## src/sv/bimm_pkg.sv

```systemverilog
// shared types and constants of the boot info memory map parser
// no dependencies
package bimm_pkg;

  localparam int unsigned DEF_MAX_INFO_BYTES = 1048576;
  localparam logic [31:0] BOOT_MAGIC_VALUE   = 32'h36d76289;
  localparam logic [31:0] MIN_INFO_BYTES     = 32'd16;
  localparam logic [31:0] MAP_TAG_KIND       = 32'd6;
  localparam logic [31:0] MIN_ENTRY_SIZE     = 32'd24;
  localparam logic [7:0]  DEF_DISPLAY_LIMIT  = 8'd6;

  typedef enum logic [1:0] {
    CFG_BOOT_MAGIC    = 2'd0,
    CFG_INFO_ADDRESS  = 2'd1,
    CFG_DISPLAY_LIMIT = 2'd2,
    CFG_UNUSED        = 2'd3
  } cfg_index_t;

  typedef enum logic [1:0] {
    KIND_ENTRY   = 2'd0,
    KIND_SUMMARY = 2'd1,
    KIND_ERROR   = 2'd2
  } result_kind_t;

  typedef enum logic [3:0] {
    ERR_MAGIC     = 4'd0,
    ERR_UNALIGNED = 4'd1,
    ERR_SIZE      = 4'd2,
    ERR_SHORT_TAG = 4'd3,
    ERR_TAG_SIZE  = 4'd4,
    ERR_END_TAG   = 4'd5,
    ERR_MAP_TAG   = 4'd6,
    ERR_PADDING   = 4'd7,
    ERR_NO_END    = 4'd8,
    ERR_NO_MAP    = 4'd9
  } error_code_t;

  typedef struct packed {
    logic         start;
    logic         adv;
    logic         load_kind;
    logic         load_len;
    logic         use_word;
    logic         load_stride;
    logic         div_start;
    logic         set_map;
    logic         entry_step;
    logic         close_adv;
    logic         emit;
    result_kind_t kind;
    error_code_t  code;
  } bimm_cmd_t;

  typedef struct packed {
    logic magic_ok;
    logic align_ok;
    logic size_ok;
    logic at_tag;
    logic short_tag;
    logic tsize_bad;
    logic kind_zero;
    logic kind_map;
    logic word_eq8;
    logic word_lt16;
    logic map_seen;
    logic at_last;
    logic close_gt;
    logic close_eq;
    logic ver_bad;
    logic div_done;
    logic rem_zero;
    logic len_eq16;
    logic eo16;
    logic show_ok;
    logic slot_free;
  } bimm_status_t;

  function automatic logic [2:0] class_of(input logic [31:0] t);
    logic [2:0] c;
    unique case (t)
      32'd1:   c = 3'd0;
      32'd3:   c = 3'd1;
      32'd4:   c = 3'd2;
      32'd5:   c = 3'd3;
      default: c = 3'd4;
    endcase
    return c;
  endfunction

endpackage

```

## src/sv/bimm_if.sv

```systemverilog
// channel interfaces: input words, results and register writes
// depends on nothing
interface bimm_in_if;
  logic        valid;
  logic        ready;
  logic        first_word;
  logic [31:0] info_word;
  modport source (output valid, first_word, info_word, input ready);
  modport sink   (input valid, first_word, info_word, output ready);
endinterface

interface bimm_out_if;
  logic        valid;
  logic        ready;
  logic [1:0]  result_kind;
  logic [3:0]  error_code;
  logic [15:0] entry_index;
  logic [63:0] region_base;
  logic [63:0] region_length;
  logic [31:0] region_type;
  logic [2:0]  region_class;
  logic [7:0]  shown_count;
  logic [15:0] entry_count;
  modport source (output valid, result_kind, error_code, entry_index, region_base,
                  region_length, region_type, region_class, shown_count, entry_count,
                  input ready);
  modport sink   (input valid, result_kind, error_code, entry_index, region_base,
                  region_length, region_type, region_class, shown_count, entry_count,
                  output ready);
endinterface

interface bimm_cfg_if;
  logic        valid;
  logic        ready;
  logic [1:0]  index;
  logic [31:0] data;
  modport source (output valid, index, data, input ready);
  modport sink   (input valid, index, data, output ready);
endinterface

```

## src/sv/bimm_ctrl.sv

```systemverilog
// parse controller: phase state machine issuing datapath commands
// depends on bimm_pkg
module bimm_ctrl (
  input  logic                  clk,
  input  logic                  rst_n,
  input  logic                  in_valid,
  input  logic                  in_first,
  output logic                  in_ready,
  input  bimm_pkg::bimm_status_t st,
  output bimm_pkg::bimm_cmd_t    cmd
);
  import bimm_pkg::*;

  typedef enum logic [2:0] {
    S_IDLE, S_WAIT_TAG, S_TAG_SIZE, S_SKIP, S_ESIZE, S_VER, S_DIV, S_ENTRY
  } state_t;

  state_t state_r, state_nxt;
  logic   acc;
  logic   do_close;

  assign in_ready = st.slot_free && (state_r != S_DIV);
  assign acc      = in_valid && in_ready;

  always_comb begin
    cmd       = '0;
    state_nxt = state_r;
    do_close  = 1'b0;
    if (acc && in_first) begin
      cmd.start = 1'b1;
      priority if (!st.magic_ok) begin
        cmd.emit = 1'b1; cmd.kind = KIND_ERROR; cmd.code = ERR_MAGIC; state_nxt = S_IDLE;
      end else if (!st.align_ok) begin
        cmd.emit = 1'b1; cmd.kind = KIND_ERROR; cmd.code = ERR_UNALIGNED; state_nxt = S_IDLE;
      end else if (!st.size_ok) begin
        cmd.emit = 1'b1; cmd.kind = KIND_ERROR; cmd.code = ERR_SIZE; state_nxt = S_IDLE;
      end else begin
        state_nxt = S_WAIT_TAG;
      end
    end else if (acc) begin
      unique case (state_r)
        S_IDLE: begin
        end
        S_WAIT_TAG: begin
          cmd.adv = 1'b1;
          if (st.at_tag) begin
            if (st.short_tag) begin
              cmd.emit = 1'b1; cmd.kind = KIND_ERROR; cmd.code = ERR_SHORT_TAG;
              state_nxt = S_IDLE;
            end else begin
              cmd.load_kind = 1'b1;
              state_nxt = S_TAG_SIZE;
            end
          end
        end
        S_TAG_SIZE: begin
          cmd.adv      = 1'b1;
          cmd.load_len = 1'b1;
          cmd.use_word = 1'b1;
          priority if (st.tsize_bad) begin
            cmd.emit = 1'b1; cmd.kind = KIND_ERROR; cmd.code = ERR_TAG_SIZE;
            state_nxt = S_IDLE;
          end else if (st.kind_zero) begin
            cmd.emit  = 1'b1;
            state_nxt = S_IDLE;
            priority if (!st.word_eq8) begin
              cmd.kind = KIND_ERROR; cmd.code = ERR_END_TAG;
            end else if (!st.map_seen) begin
              cmd.kind = KIND_ERROR; cmd.code = ERR_NO_MAP;
            end else begin
              cmd.kind = KIND_SUMMARY;
            end
          end else if (st.kind_map && !st.map_seen) begin
            if (st.word_lt16) begin
              cmd.emit = 1'b1; cmd.kind = KIND_ERROR; cmd.code = ERR_MAP_TAG;
              state_nxt = S_IDLE;
            end else begin
              state_nxt = S_ESIZE;
            end
          end else if (st.at_last) begin
            do_close = 1'b1;
          end else begin
            state_nxt = S_SKIP;
          end
        end
        S_SKIP: begin
          cmd.adv  = 1'b1;
          do_close = st.at_last;
        end
        S_ESIZE: begin
          cmd.adv         = 1'b1;
          cmd.load_stride = 1'b1;
          state_nxt       = S_VER;
        end
        S_VER: begin
          cmd.adv = 1'b1;
          if (st.ver_bad) begin
            cmd.emit = 1'b1; cmd.kind = KIND_ERROR; cmd.code = ERR_MAP_TAG;
            state_nxt = S_IDLE;
          end else begin
            cmd.div_start = 1'b1;
            state_nxt     = S_DIV;
          end
        end
        S_ENTRY: begin
          cmd.adv        = 1'b1;
          cmd.entry_step = 1'b1;
          if (st.at_last) begin
            do_close = 1'b1;
          end else if (st.eo16 && st.show_ok) begin
            cmd.emit = 1'b1; cmd.kind = KIND_ENTRY;
          end
        end
        S_DIV: begin
        end
        default: state_nxt = S_IDLE;
      endcase
    end else if (state_r == S_DIV && st.div_done && st.slot_free) begin
      if (!st.rem_zero) begin
        cmd.emit = 1'b1; cmd.kind = KIND_ERROR; cmd.code = ERR_MAP_TAG;
        state_nxt = S_IDLE;
      end else begin
        cmd.set_map = 1'b1;
        if (st.len_eq16) begin
          do_close = 1'b1;
        end else begin
          state_nxt = S_ENTRY;
        end
      end
    end

    if (do_close) begin
      priority if (st.close_gt) begin
        cmd.emit = 1'b1; cmd.kind = KIND_ERROR; cmd.code = ERR_PADDING;
        state_nxt = S_IDLE;
      end else if (st.close_eq) begin
        cmd.emit = 1'b1; cmd.kind = KIND_ERROR; cmd.code = ERR_NO_END;
        state_nxt = S_IDLE;
      end else begin
        cmd.close_adv = 1'b1;
        state_nxt     = S_WAIT_TAG;
      end
    end
  end

  always_ff @(posedge clk) begin
    if (!rst_n) begin
      state_r <= S_IDLE;
    end else begin
      state_r <= state_nxt;
    end
  end

endmodule

```

## src/sv/bimm_dp.sv

```systemverilog
// parse datapath: config registers, offsets, entry assembly, remainder unit, result register
// depends on bimm_pkg
module bimm_dp #(
  parameter int unsigned MAX_INFO_BYTES = bimm_pkg::DEF_MAX_INFO_BYTES
) (
  input  logic                  clk,
  input  logic                  rst_n,
  input  logic                  cfg_we,
  input  logic [1:0]            cfg_index,
  input  logic [31:0]           cfg_data,
  input  logic [31:0]           word,
  input  bimm_pkg::bimm_cmd_t    cmd,
  output bimm_pkg::bimm_status_t st,
  input  logic                  out_ready,
  output logic                  out_valid,
  output logic [1:0]            out_kind,
  output logic [3:0]            out_code,
  output logic [15:0]           out_index,
  output logic [63:0]           out_base,
  output logic [63:0]           out_length,
  output logic [31:0]           out_type,
  output logic [2:0]            out_class,
  output logic [7:0]            out_shown,
  output logic [15:0]           out_count
);
  import bimm_pkg::*;

  localparam int SW = $clog2(MAX_INFO_BYTES + 1) + 1;
  localparam int CW = $clog2(SW + 1);
  localparam logic [31:0] MAX_BYTES = 32'(MAX_INFO_BYTES);

  logic [31:0]   magic_r, addr_r;
  logic [7:0]    limit_r;
  logic [SW-1:0] boff_r, isize_r, toff_r, tlen_r, eoff_r;
  logic [31:0]   tkind_r, stride_r;
  logic          map_seen_r;
  logic [63:0]   base_r, len_r;
  logic [15:0]   seen_r;
  logic [7:0]    shown_r;
  logic [SW-1:0] dvd_r, rem_r;
  logic [CW-1:0] dcnt_r;

  logic [SW-1:0] room, tlen, last_word, rounded_lo;
  logic [SW:0]   rounded, eo_next;
  logic [32:0]   addr_sum, trial, stride33;
  logic          slot_free;

  // offset of the word that holds the tag's last byte, and padded tag size
  assign room       = isize_r - toff_r;
  assign tlen       = cmd.use_word ? word[SW-1:0] : tlen_r;
  assign last_word  = (toff_r + tlen - SW'(1)) & ~SW'(3);
  assign rounded    = ({1'b0, tlen} + (SW+1)'(7)) & ~(SW+1)'(7);
  assign rounded_lo = rounded[SW-1:0];
  assign addr_sum   = {1'b0, addr_r} + {1'b0, word};
  assign eo_next    = {1'b0, eoff_r} + (SW+1)'(4);
  assign stride33   = {1'b0, stride_r};
  assign trial      = 33'({rem_r, dvd_r[SW-1]});
  assign slot_free  = !out_valid || out_ready;

  always_comb begin
    st.magic_ok  = magic_r == BOOT_MAGIC_VALUE;
    st.align_ok  = addr_r[2:0] == 3'd0;
    st.size_ok   = !(word < MIN_INFO_BYTES || word > MAX_BYTES || addr_sum[32]);
    st.at_tag    = boff_r == toff_r;
    st.short_tag = room < SW'(8);
    st.tsize_bad = word < 32'd8 || word > 32'(room);
    st.kind_zero = tkind_r == 32'd0;
    st.kind_map  = tkind_r == MAP_TAG_KIND;
    st.word_eq8  = word == 32'd8;
    st.word_lt16 = word < 32'd16;
    st.map_seen  = map_seen_r;
    st.at_last   = last_word == boff_r;
    st.close_gt  = rounded > {1'b0, room};
    st.close_eq  = rounded == {1'b0, room};
    st.ver_bad   = word != 32'd0 || stride_r < MIN_ENTRY_SIZE || stride_r[2:0] != 3'd0;
    st.div_done  = dcnt_r == '0;
    st.rem_zero  = rem_r == '0;
    st.len_eq16  = tlen_r == SW'(16);
    st.eo16      = eoff_r == SW'(16);
    st.show_ok   = shown_r < limit_r;
    st.slot_free = slot_free;
  end

  always_ff @(posedge clk) begin
    if (!rst_n) begin
      magic_r    <= '0;
      addr_r     <= '0;
      limit_r    <= DEF_DISPLAY_LIMIT;
      boff_r     <= '0;
      isize_r    <= '0;
      toff_r     <= '0;
      tlen_r     <= '0;
      tkind_r    <= '0;
      stride_r   <= '0;
      eoff_r     <= '0;
      map_seen_r <= 1'b0;
      seen_r     <= '0;
      shown_r    <= '0;
      dcnt_r     <= '0;
      out_valid  <= 1'b0;
    end else begin
      if (cfg_we) begin
        unique case (cfg_index)
          CFG_BOOT_MAGIC:    magic_r <= cfg_data;
          CFG_INFO_ADDRESS:  addr_r  <= cfg_data;
          CFG_DISPLAY_LIMIT: limit_r <= cfg_data[7:0];
          default: ;
        endcase
      end
      if (cmd.start) begin
        boff_r     <= SW'(4);
        isize_r    <= word[SW-1:0];
        toff_r     <= SW'(8);
        tkind_r    <= '0;
        tlen_r     <= '0;
        stride_r   <= '0;
        eoff_r     <= '0;
        map_seen_r <= 1'b0;
        seen_r     <= '0;
        shown_r    <= '0;
      end
      if (cmd.adv)         boff_r   <= boff_r + SW'(4);
      if (cmd.load_kind)   tkind_r  <= word;
      if (cmd.load_len)    tlen_r   <= word[SW-1:0];
      if (cmd.load_stride) stride_r <= word;
      if (cmd.close_adv)   toff_r   <= toff_r + rounded_lo;
      if (cmd.set_map) begin
        map_seen_r <= 1'b1;
        eoff_r     <= '0;
      end
      if (cmd.entry_step) begin
        eoff_r <= (33'(eo_next) >= stride33) ? '0 : eo_next[SW-1:0];
        if (st.eo16) begin
          seen_r <= seen_r + 16'd1;
          if (st.show_ok) shown_r <= shown_r + 8'd1;
        end
      end
      // restoring remainder, one dividend bit per cycle
      if (cmd.div_start) begin
        dcnt_r <= CW'(SW);
      end else if (dcnt_r != '0) begin
        dcnt_r <= dcnt_r - CW'(1);
      end
      if (cmd.emit) begin
        out_valid <= 1'b1;
      end else if (out_ready) begin
        out_valid <= 1'b0;
      end
    end
  end

  // payload registers
  always_ff @(posedge clk) begin
    if (cmd.start) begin
      base_r <= '0;
      len_r  <= '0;
    end
    if (cmd.entry_step) begin
      unique case (eoff_r)
        SW'(0):  base_r        <= {32'd0, word};
        SW'(4):  base_r[63:32] <= word;
        SW'(8):  len_r         <= {32'd0, word};
        SW'(12): len_r[63:32]  <= word;
        default: ;
      endcase
    end
    if (cmd.div_start) begin
      dvd_r <= tlen_r - SW'(16);
      rem_r <= '0;
    end else if (dcnt_r != '0) begin
      dvd_r <= {dvd_r[SW-2:0], 1'b0};
      rem_r <= (trial >= stride33) ? SW'(trial - stride33) : SW'(trial);
    end
    if (cmd.emit) begin
      out_kind   <= cmd.kind;
      out_code   <= (cmd.kind == KIND_ERROR) ? cmd.code : 4'd0;
      out_index  <= (cmd.kind == KIND_ENTRY) ? seen_r : 16'd0;
      out_base   <= (cmd.kind == KIND_ENTRY) ? base_r : 64'd0;
      out_length <= (cmd.kind == KIND_ENTRY) ? len_r : 64'd0;
      out_type   <= (cmd.kind == KIND_ENTRY) ? word : 32'd0;
      out_class  <= (cmd.kind == KIND_ENTRY) ? class_of(word) : 3'd0;
      out_shown  <= (cmd.kind == KIND_SUMMARY) ? shown_r : 8'd0;
      out_count  <= (cmd.kind == KIND_SUMMARY) ? seen_r : 16'd0;
    end
  end

endmodule

```

## src/sv/boot_info_memory_map_parser.sv

```systemverilog
// boot information memory map parser, one 32-bit word per request
// result: registered on the word or remainder check behind it, shown in the cycle after
// throughput: one word per cycle while the result register is free; after a map tag
//   version word the input stalls while the remainder unit runs
// reset: synchronous active-low rst_n sets control state and config registers to defaults
module boot_info_memory_map_parser #(
  parameter int unsigned MAX_INFO_BYTES = bimm_pkg::DEF_MAX_INFO_BYTES
) (
  input logic    clk,
  input logic    rst_n,
  bimm_in_if.sink    in_ch,
  bimm_out_if.source out_ch,
  bimm_cfg_if.sink   cfg_ch
);
  import bimm_pkg::*;

  bimm_cmd_t    cmd;
  bimm_status_t st;

  // register writes are always taken
  assign cfg_ch.ready = 1'b1;

  // controller: phase tracking and result decisions
  bimm_ctrl u_ctrl (
    .clk      (clk),
    .rst_n    (rst_n),
    .in_valid (in_ch.valid),
    .in_first (in_ch.first_word),
    .in_ready (in_ch.ready),
    .st       (st),
    .cmd      (cmd)
  );

  // datapath: offsets, checks, entry assembly, remainder unit and result register
  bimm_dp #(
    .MAX_INFO_BYTES (MAX_INFO_BYTES)
  ) u_dp (
    .clk        (clk),
    .rst_n      (rst_n),
    .cfg_we     (cfg_ch.valid),
    .cfg_index  (cfg_ch.index),
    .cfg_data   (cfg_ch.data),
    .word       (in_ch.info_word),
    .cmd        (cmd),
    .st         (st),
    .out_ready  (out_ch.ready),
    .out_valid  (out_ch.valid),
    .out_kind   (out_ch.result_kind),
    .out_code   (out_ch.error_code),
    .out_index  (out_ch.entry_index),
    .out_base   (out_ch.region_base),
    .out_length (out_ch.region_length),
    .out_type   (out_ch.region_type),
    .out_class  (out_ch.region_class),
    .out_shown  (out_ch.shown_count),
    .out_count  (out_ch.entry_count)
  );

endmodule

```

## src/flat_wrapper.sv

```systemverilog
// flat-port wrapper written by rule: the top's interface ports become plain ports
module boot_info_memory_map_parser_flat import bimm_pkg::*;
#(
  parameter int unsigned MAX_INFO_BYTES = bimm_pkg::DEF_MAX_INFO_BYTES
)
  (clk, rst_n, in_ch_valid, in_ch_first_word, in_ch_info_word, in_ch_ready, out_ch_valid, out_ch_result_kind, out_ch_error_code, out_ch_entry_index, out_ch_region_base, out_ch_region_length, out_ch_region_type, out_ch_region_class, out_ch_shown_count, out_ch_entry_count, out_ch_ready, cfg_ch_valid, cfg_ch_index, cfg_ch_data, cfg_ch_ready);
  bimm_in_if in_ch_i ();
  bimm_out_if out_ch_i ();
  bimm_cfg_if cfg_ch_i ();
  input logic clk;
  input logic rst_n;
  input wire logic [$bits(in_ch_i.valid)-1:0] in_ch_valid;
  input wire logic [$bits(in_ch_i.first_word)-1:0] in_ch_first_word;
  input wire logic [$bits(in_ch_i.info_word)-1:0] in_ch_info_word;
  output wire logic [$bits(in_ch_i.ready)-1:0] in_ch_ready;
  output wire logic [$bits(out_ch_i.valid)-1:0] out_ch_valid;
  output wire logic [$bits(out_ch_i.result_kind)-1:0] out_ch_result_kind;
  output wire logic [$bits(out_ch_i.error_code)-1:0] out_ch_error_code;
  output wire logic [$bits(out_ch_i.entry_index)-1:0] out_ch_entry_index;
  output wire logic [$bits(out_ch_i.region_base)-1:0] out_ch_region_base;
  output wire logic [$bits(out_ch_i.region_length)-1:0] out_ch_region_length;
  output wire logic [$bits(out_ch_i.region_type)-1:0] out_ch_region_type;
  output wire logic [$bits(out_ch_i.region_class)-1:0] out_ch_region_class;
  output wire logic [$bits(out_ch_i.shown_count)-1:0] out_ch_shown_count;
  output wire logic [$bits(out_ch_i.entry_count)-1:0] out_ch_entry_count;
  input wire logic [$bits(out_ch_i.ready)-1:0] out_ch_ready;
  input wire logic [$bits(cfg_ch_i.valid)-1:0] cfg_ch_valid;
  input wire logic [$bits(cfg_ch_i.index)-1:0] cfg_ch_index;
  input wire logic [$bits(cfg_ch_i.data)-1:0] cfg_ch_data;
  output wire logic [$bits(cfg_ch_i.ready)-1:0] cfg_ch_ready;
  assign in_ch_i.valid = in_ch_valid;
  assign in_ch_i.first_word = in_ch_first_word;
  assign in_ch_i.info_word = in_ch_info_word;
  assign in_ch_ready = in_ch_i.ready;
  assign out_ch_valid = out_ch_i.valid;
  assign out_ch_result_kind = out_ch_i.result_kind;
  assign out_ch_error_code = out_ch_i.error_code;
  assign out_ch_entry_index = out_ch_i.entry_index;
  assign out_ch_region_base = out_ch_i.region_base;
  assign out_ch_region_length = out_ch_i.region_length;
  assign out_ch_region_type = out_ch_i.region_type;
  assign out_ch_region_class = out_ch_i.region_class;
  assign out_ch_shown_count = out_ch_i.shown_count;
  assign out_ch_entry_count = out_ch_i.entry_count;
  assign out_ch_i.ready = out_ch_ready;
  assign cfg_ch_i.valid = cfg_ch_valid;
  assign cfg_ch_i.index = cfg_ch_index;
  assign cfg_ch_i.data = cfg_ch_data;
  assign cfg_ch_ready = cfg_ch_i.ready;
  boot_info_memory_map_parser #(.MAX_INFO_BYTES(MAX_INFO_BYTES)) u_core (.clk(clk), .rst_n(rst_n), .in_ch(in_ch_i), .out_ch(out_ch_i), .cfg_ch(cfg_ch_i));
endmodule
```

## config.mk

```make
export PLATFORM = sky130hd
export DESIGN_NAME = boot_info_memory_map_parser_flat
export DESIGN_NICKNAME = d
export VERILOG_FILES = /design/src/sv/bimm_pkg.sv /design/src/sv/bimm_if.sv /design/src/sv/bimm_ctrl.sv /design/src/sv/bimm_dp.sv /design/src/sv/boot_info_memory_map_parser.sv /design/src/flat_wrapper.sv
export SDC_FILE = /design/constraint.sdc
export NUM_CORES = 2
export LEC_CHECK = 0
export ABC_AREA = 1
export BUFFER_PORTS_ARGS = -buffer_cell sky130_fd_sc_hd__buf_4
export CAP_MARGIN = 5
export CORE_ASPECT_RATIO = 0.8
export CORE_UTILIZATION = 45
export DETAILED_ROUTE_END_ITERATION = 10
export HOLD_SLACK_MARGIN = 0.02
export PLACE_DENSITY_LB_ADDON = 0.1
export SYNTH_ARGS = -nofsm -noshare
export SYNTH_HDL_FRONTEND = slang
export SYNTH_SLANG_ARGS = --single-unit
```

## constraint.sdc

```tcl
create_clock -name clk -period 8.9 [get_ports clk]
set_clock_uncertainty 0.05 [all_clocks]
set_input_delay 0.445 -clock clk [delete_from_list [all_inputs] [get_ports clk]]
set_output_delay 0.445 -clock clk [all_outputs]
set_load 0.05 [all_outputs]
```

==> flow_summary.json <==
{
  "cts_buffer_depth": 3,
  "setup_tns_ns": 0,
  "rows": 89,
  "cts_buffers": 69,
  "hpwl_um": 84710,
  "htreeDepth": 3,
  "wire_per_inst_um": 20.89,
  "period_share": 0.7530,
  "cp.arrival_ns": 6.92,
  "rrSetupSlack_ns": 2.20,
  "place_area_um2": 36960,
  "yosys-top-cells-area": "dfxtp_1 (25%), edfxtp_1 (20%), ha_1 (7.6%)",
  "hold_depth": 3,
  "crit_path_frequent_cell": "nand2_1",
  "worstSetupPathType": "reg -> reg",
  "drive_gt1_frac": 0.1105,
  "hold_violations": 0,
  "most-common-layout-cells": "nand2_1 (658), inv_1 (612), nor2_1 (539)",
  "cp_slowest_cell": "nand2_8",
  "ys_types": 65,
  "final_common_cell": "nand2_1",
  "ant_nets": 0,
  "dieHeight_um": 247.7,
  "yosys.area.top_type": "dfxtp_1",
  "hold_ws_ns": 0.05934,
  "cp_top_family": "simple AND/OR/NAND/NOR gates",
  "cts-root-buf": "clkbuf_16",
  "critPathCaptureType": "register",
  "p_total_w": 0.009220,
  "synth.avg_cell_area_um2": 8.029,
  "start_util": 0.4577,
  "final.fill_count": 7215,
  "drv_slew": 0,
  "synth_area_um2": 33950,
  "max_slew_margin": 0.2496,
  "path_clk_slew_ns": 0.07,
  "synth-edff-count": 231,
  "overflow": 0,
  "yosys_warnings": 0,
  "grt_use_total": 0.2978,
  "status": "finished, final reports clean",
  "synthFlopType": "dfxtp_1",
  "grt_pass1_vias": 26810,
  "final_area_um2": 39600,
  "powerDensity_nw_per_um2": 232.8,
  "area_growth_pct": 16.65,
  "routed-via-count": 30280,
  "io_buffers": 282,
  "finalWirelength_um": 116100,
  "rsz0062_at_grt": "no",
  "cts.sinks": 654,
  "fmax_mhz": 149.2,
  "cts_tree": "yes",
  "hold_path_class": "in -> reg",
  "place_inst": 5398,
  "grt_first_pass_wirelength_um": 170700,
  "io_pins": 284,
  "finalSetupViolations": 0,
  "multi_input_area_um2": 15510,
  "syn-instance-count": 4228,
  "clk_latency_ns": 0.63,
  "path_buf_inv": 6,
  "layout_min_cycle_time_ns": 6.702,
  "worstSetupStartpointType": "register",
  "cpPeakStageDelay_ns": 0.68,
  "drt_iter0_drc": 3365,
  "grt_max_degree": 120,
  "max-vdd-ir-drop_mv": 0.1247,
  "core_area_um2": 74160,
  "firstDrtPassIters": 6,
  "drc": 0,
  "antenna_found_initial": 5,
  "synth_top_area_share": 0.2495,
  "cts-resized-gates": 0,
  "fp.dieW_um": 309.1,
  "crit_cells": 27,
  "cap_violations": 0,
  "leakage_nw": 17.00,
  "viasPerCell": 5.451,
  "place_congestion": 0.9968,
  "async_flop_share": 0,
  "layout.area.seq_um2": 15400,
  "ys_seq_elements": 654,
  "die-area_um2": 76550,
  "tightest_slew_ns": 1.121,
  "fin_cells": 5555,
  "nNetsFinal": 4780,
  "ys_seq_area_frac": 0.4538,
  "worstPathRequired_ns": 9.12,
  "r2r_cells": 27,
  "cp_max_fo": 119
}
==> Yosys cell counts, drive strengths merged (7+ instances only) <==
cell type,count
xor2,70
dfxtp,423
clkinv,10
nand3,188
o21ai,203
edfxtp,231
xnor2,36
nor3b,11
ha,206
o22ai,167
nand4,87
o211ai,19
or2,8
clkbuf,119
a21o,10
inv,624
mux2i,12
nor4,42
a31oi,7
nor3,80
a211oi,13
nand2,669
buf,31
nor2,566
nand3b,21
a21oi,315
==> cells by family (layout without fill, tap and decap cells) <==
group,after synthesis,after routing,synth area share
buffers and inverters,784,1107,0.09097
flip-flops,654,654,0.4538
AO/OA/AOI/OAI,781,781,0.1308
adder cells (fa/ha/maj),209,209,0.07770
XOR/XNOR,106,106,0.02735
multiplexers,12,12,0.003539
other,2,5,0.0002212
AND/OR/NAND/NOR,1680,1680,0.2157
==> power breakdown <==
part           switching, W  internal [W]
Clock               0.00123       0.00177
Combinational       0.00185      0.000811
Sequential         0.000151       0.00341
Total               0.00323       0.00599
==> path summary, 6_finish.rpt <==
kind                                 start                        end
setup reg to reg  u_core.u_ctrl.state_r[2]  u_core.u_dp.out_index[13]
hold reg to reg     u_core.u_dp.magic_r[4]     u_core.u_dp.magic_r[4]
setup / recovery  u_core.u_ctrl.state_r[2]  u_core.u_dp.out_index[13]
hold / removal             cfg_ch_data[21]     u_core.u_dp.addr_r[21]
==> metal layers <==
metal	share of wire	wire, um	global-route usage
met1	0.47	54710	0.4490
met2	0.40	46770	0.4134
met3	0.10	11900	0.08027
met4	0.023	2660	0.07571
met5	0.00023	27	0
==> registers in the layout, indices dropped and copies added (netlist names), 19 cells and up <==
register / cells
u_core.u_dp.base_r: 64
u_core.u_dp.len_r: 64
u_core.u_dp.out_base: 64
u_core.u_dp.out_length: 64
u_core.u_dp.addr_r: 32
u_core.u_dp.magic_r: 32
u_core.u_dp.out_type: 32
u_core.u_dp.stride_r: 32
u_core.u_dp.tkind_r: 32
u_core.u_dp.dvd_r: 22
u_core.u_dp.isize_r: 22
u_core.u_dp.rem_r: 22
u_core.u_dp.tlen_r: 22
u_core.u_dp.boff_r: 20
u_core.u_dp.eoff_r: 20
u_core.u_dp.toff_r: 19
==> worst min-delay path, stage by stage <==
cell    delay, ns
buf_4        0.10
nor2_1       0.05
nor2_1       0.09
==> repair_timing <==
item / 4_1_cts / 5_1_grt
hold buffers: 31 / 0
hold endpoints to repair: 51 / 0
setup buffers: 0 / 0
==> area by class of cell <==
type / count / share of cell area
Antenna cell: 2 / 0.0001264
Inverter: 634 / 0.06016
Sequential cell: 654 / 0.3890
Multi-Input combinational cell: 2791 / 0.3917
Clock inverter: 23 / 0.008152
Tap cell: 1001 / 0.03163
Clock buffer: 101 / 0.05046
Timing Repair Buffer: 349 / 0.06876
==> metrics by stage <==
| stage | utilization | setup slack, ns |
|---|---|---|
| after floorplan | - | 1.951 |
| after global placement | 0.4984 | 1.941 |
| after detailed placement | 0.4984 | 2.027 |
| after CTS | 0.5339 | 2.238 |
| after global routing | 0.5339 | 1.717 |
| final | 0.5339 | 2.198 |
(Power assumes the default switching activity.)
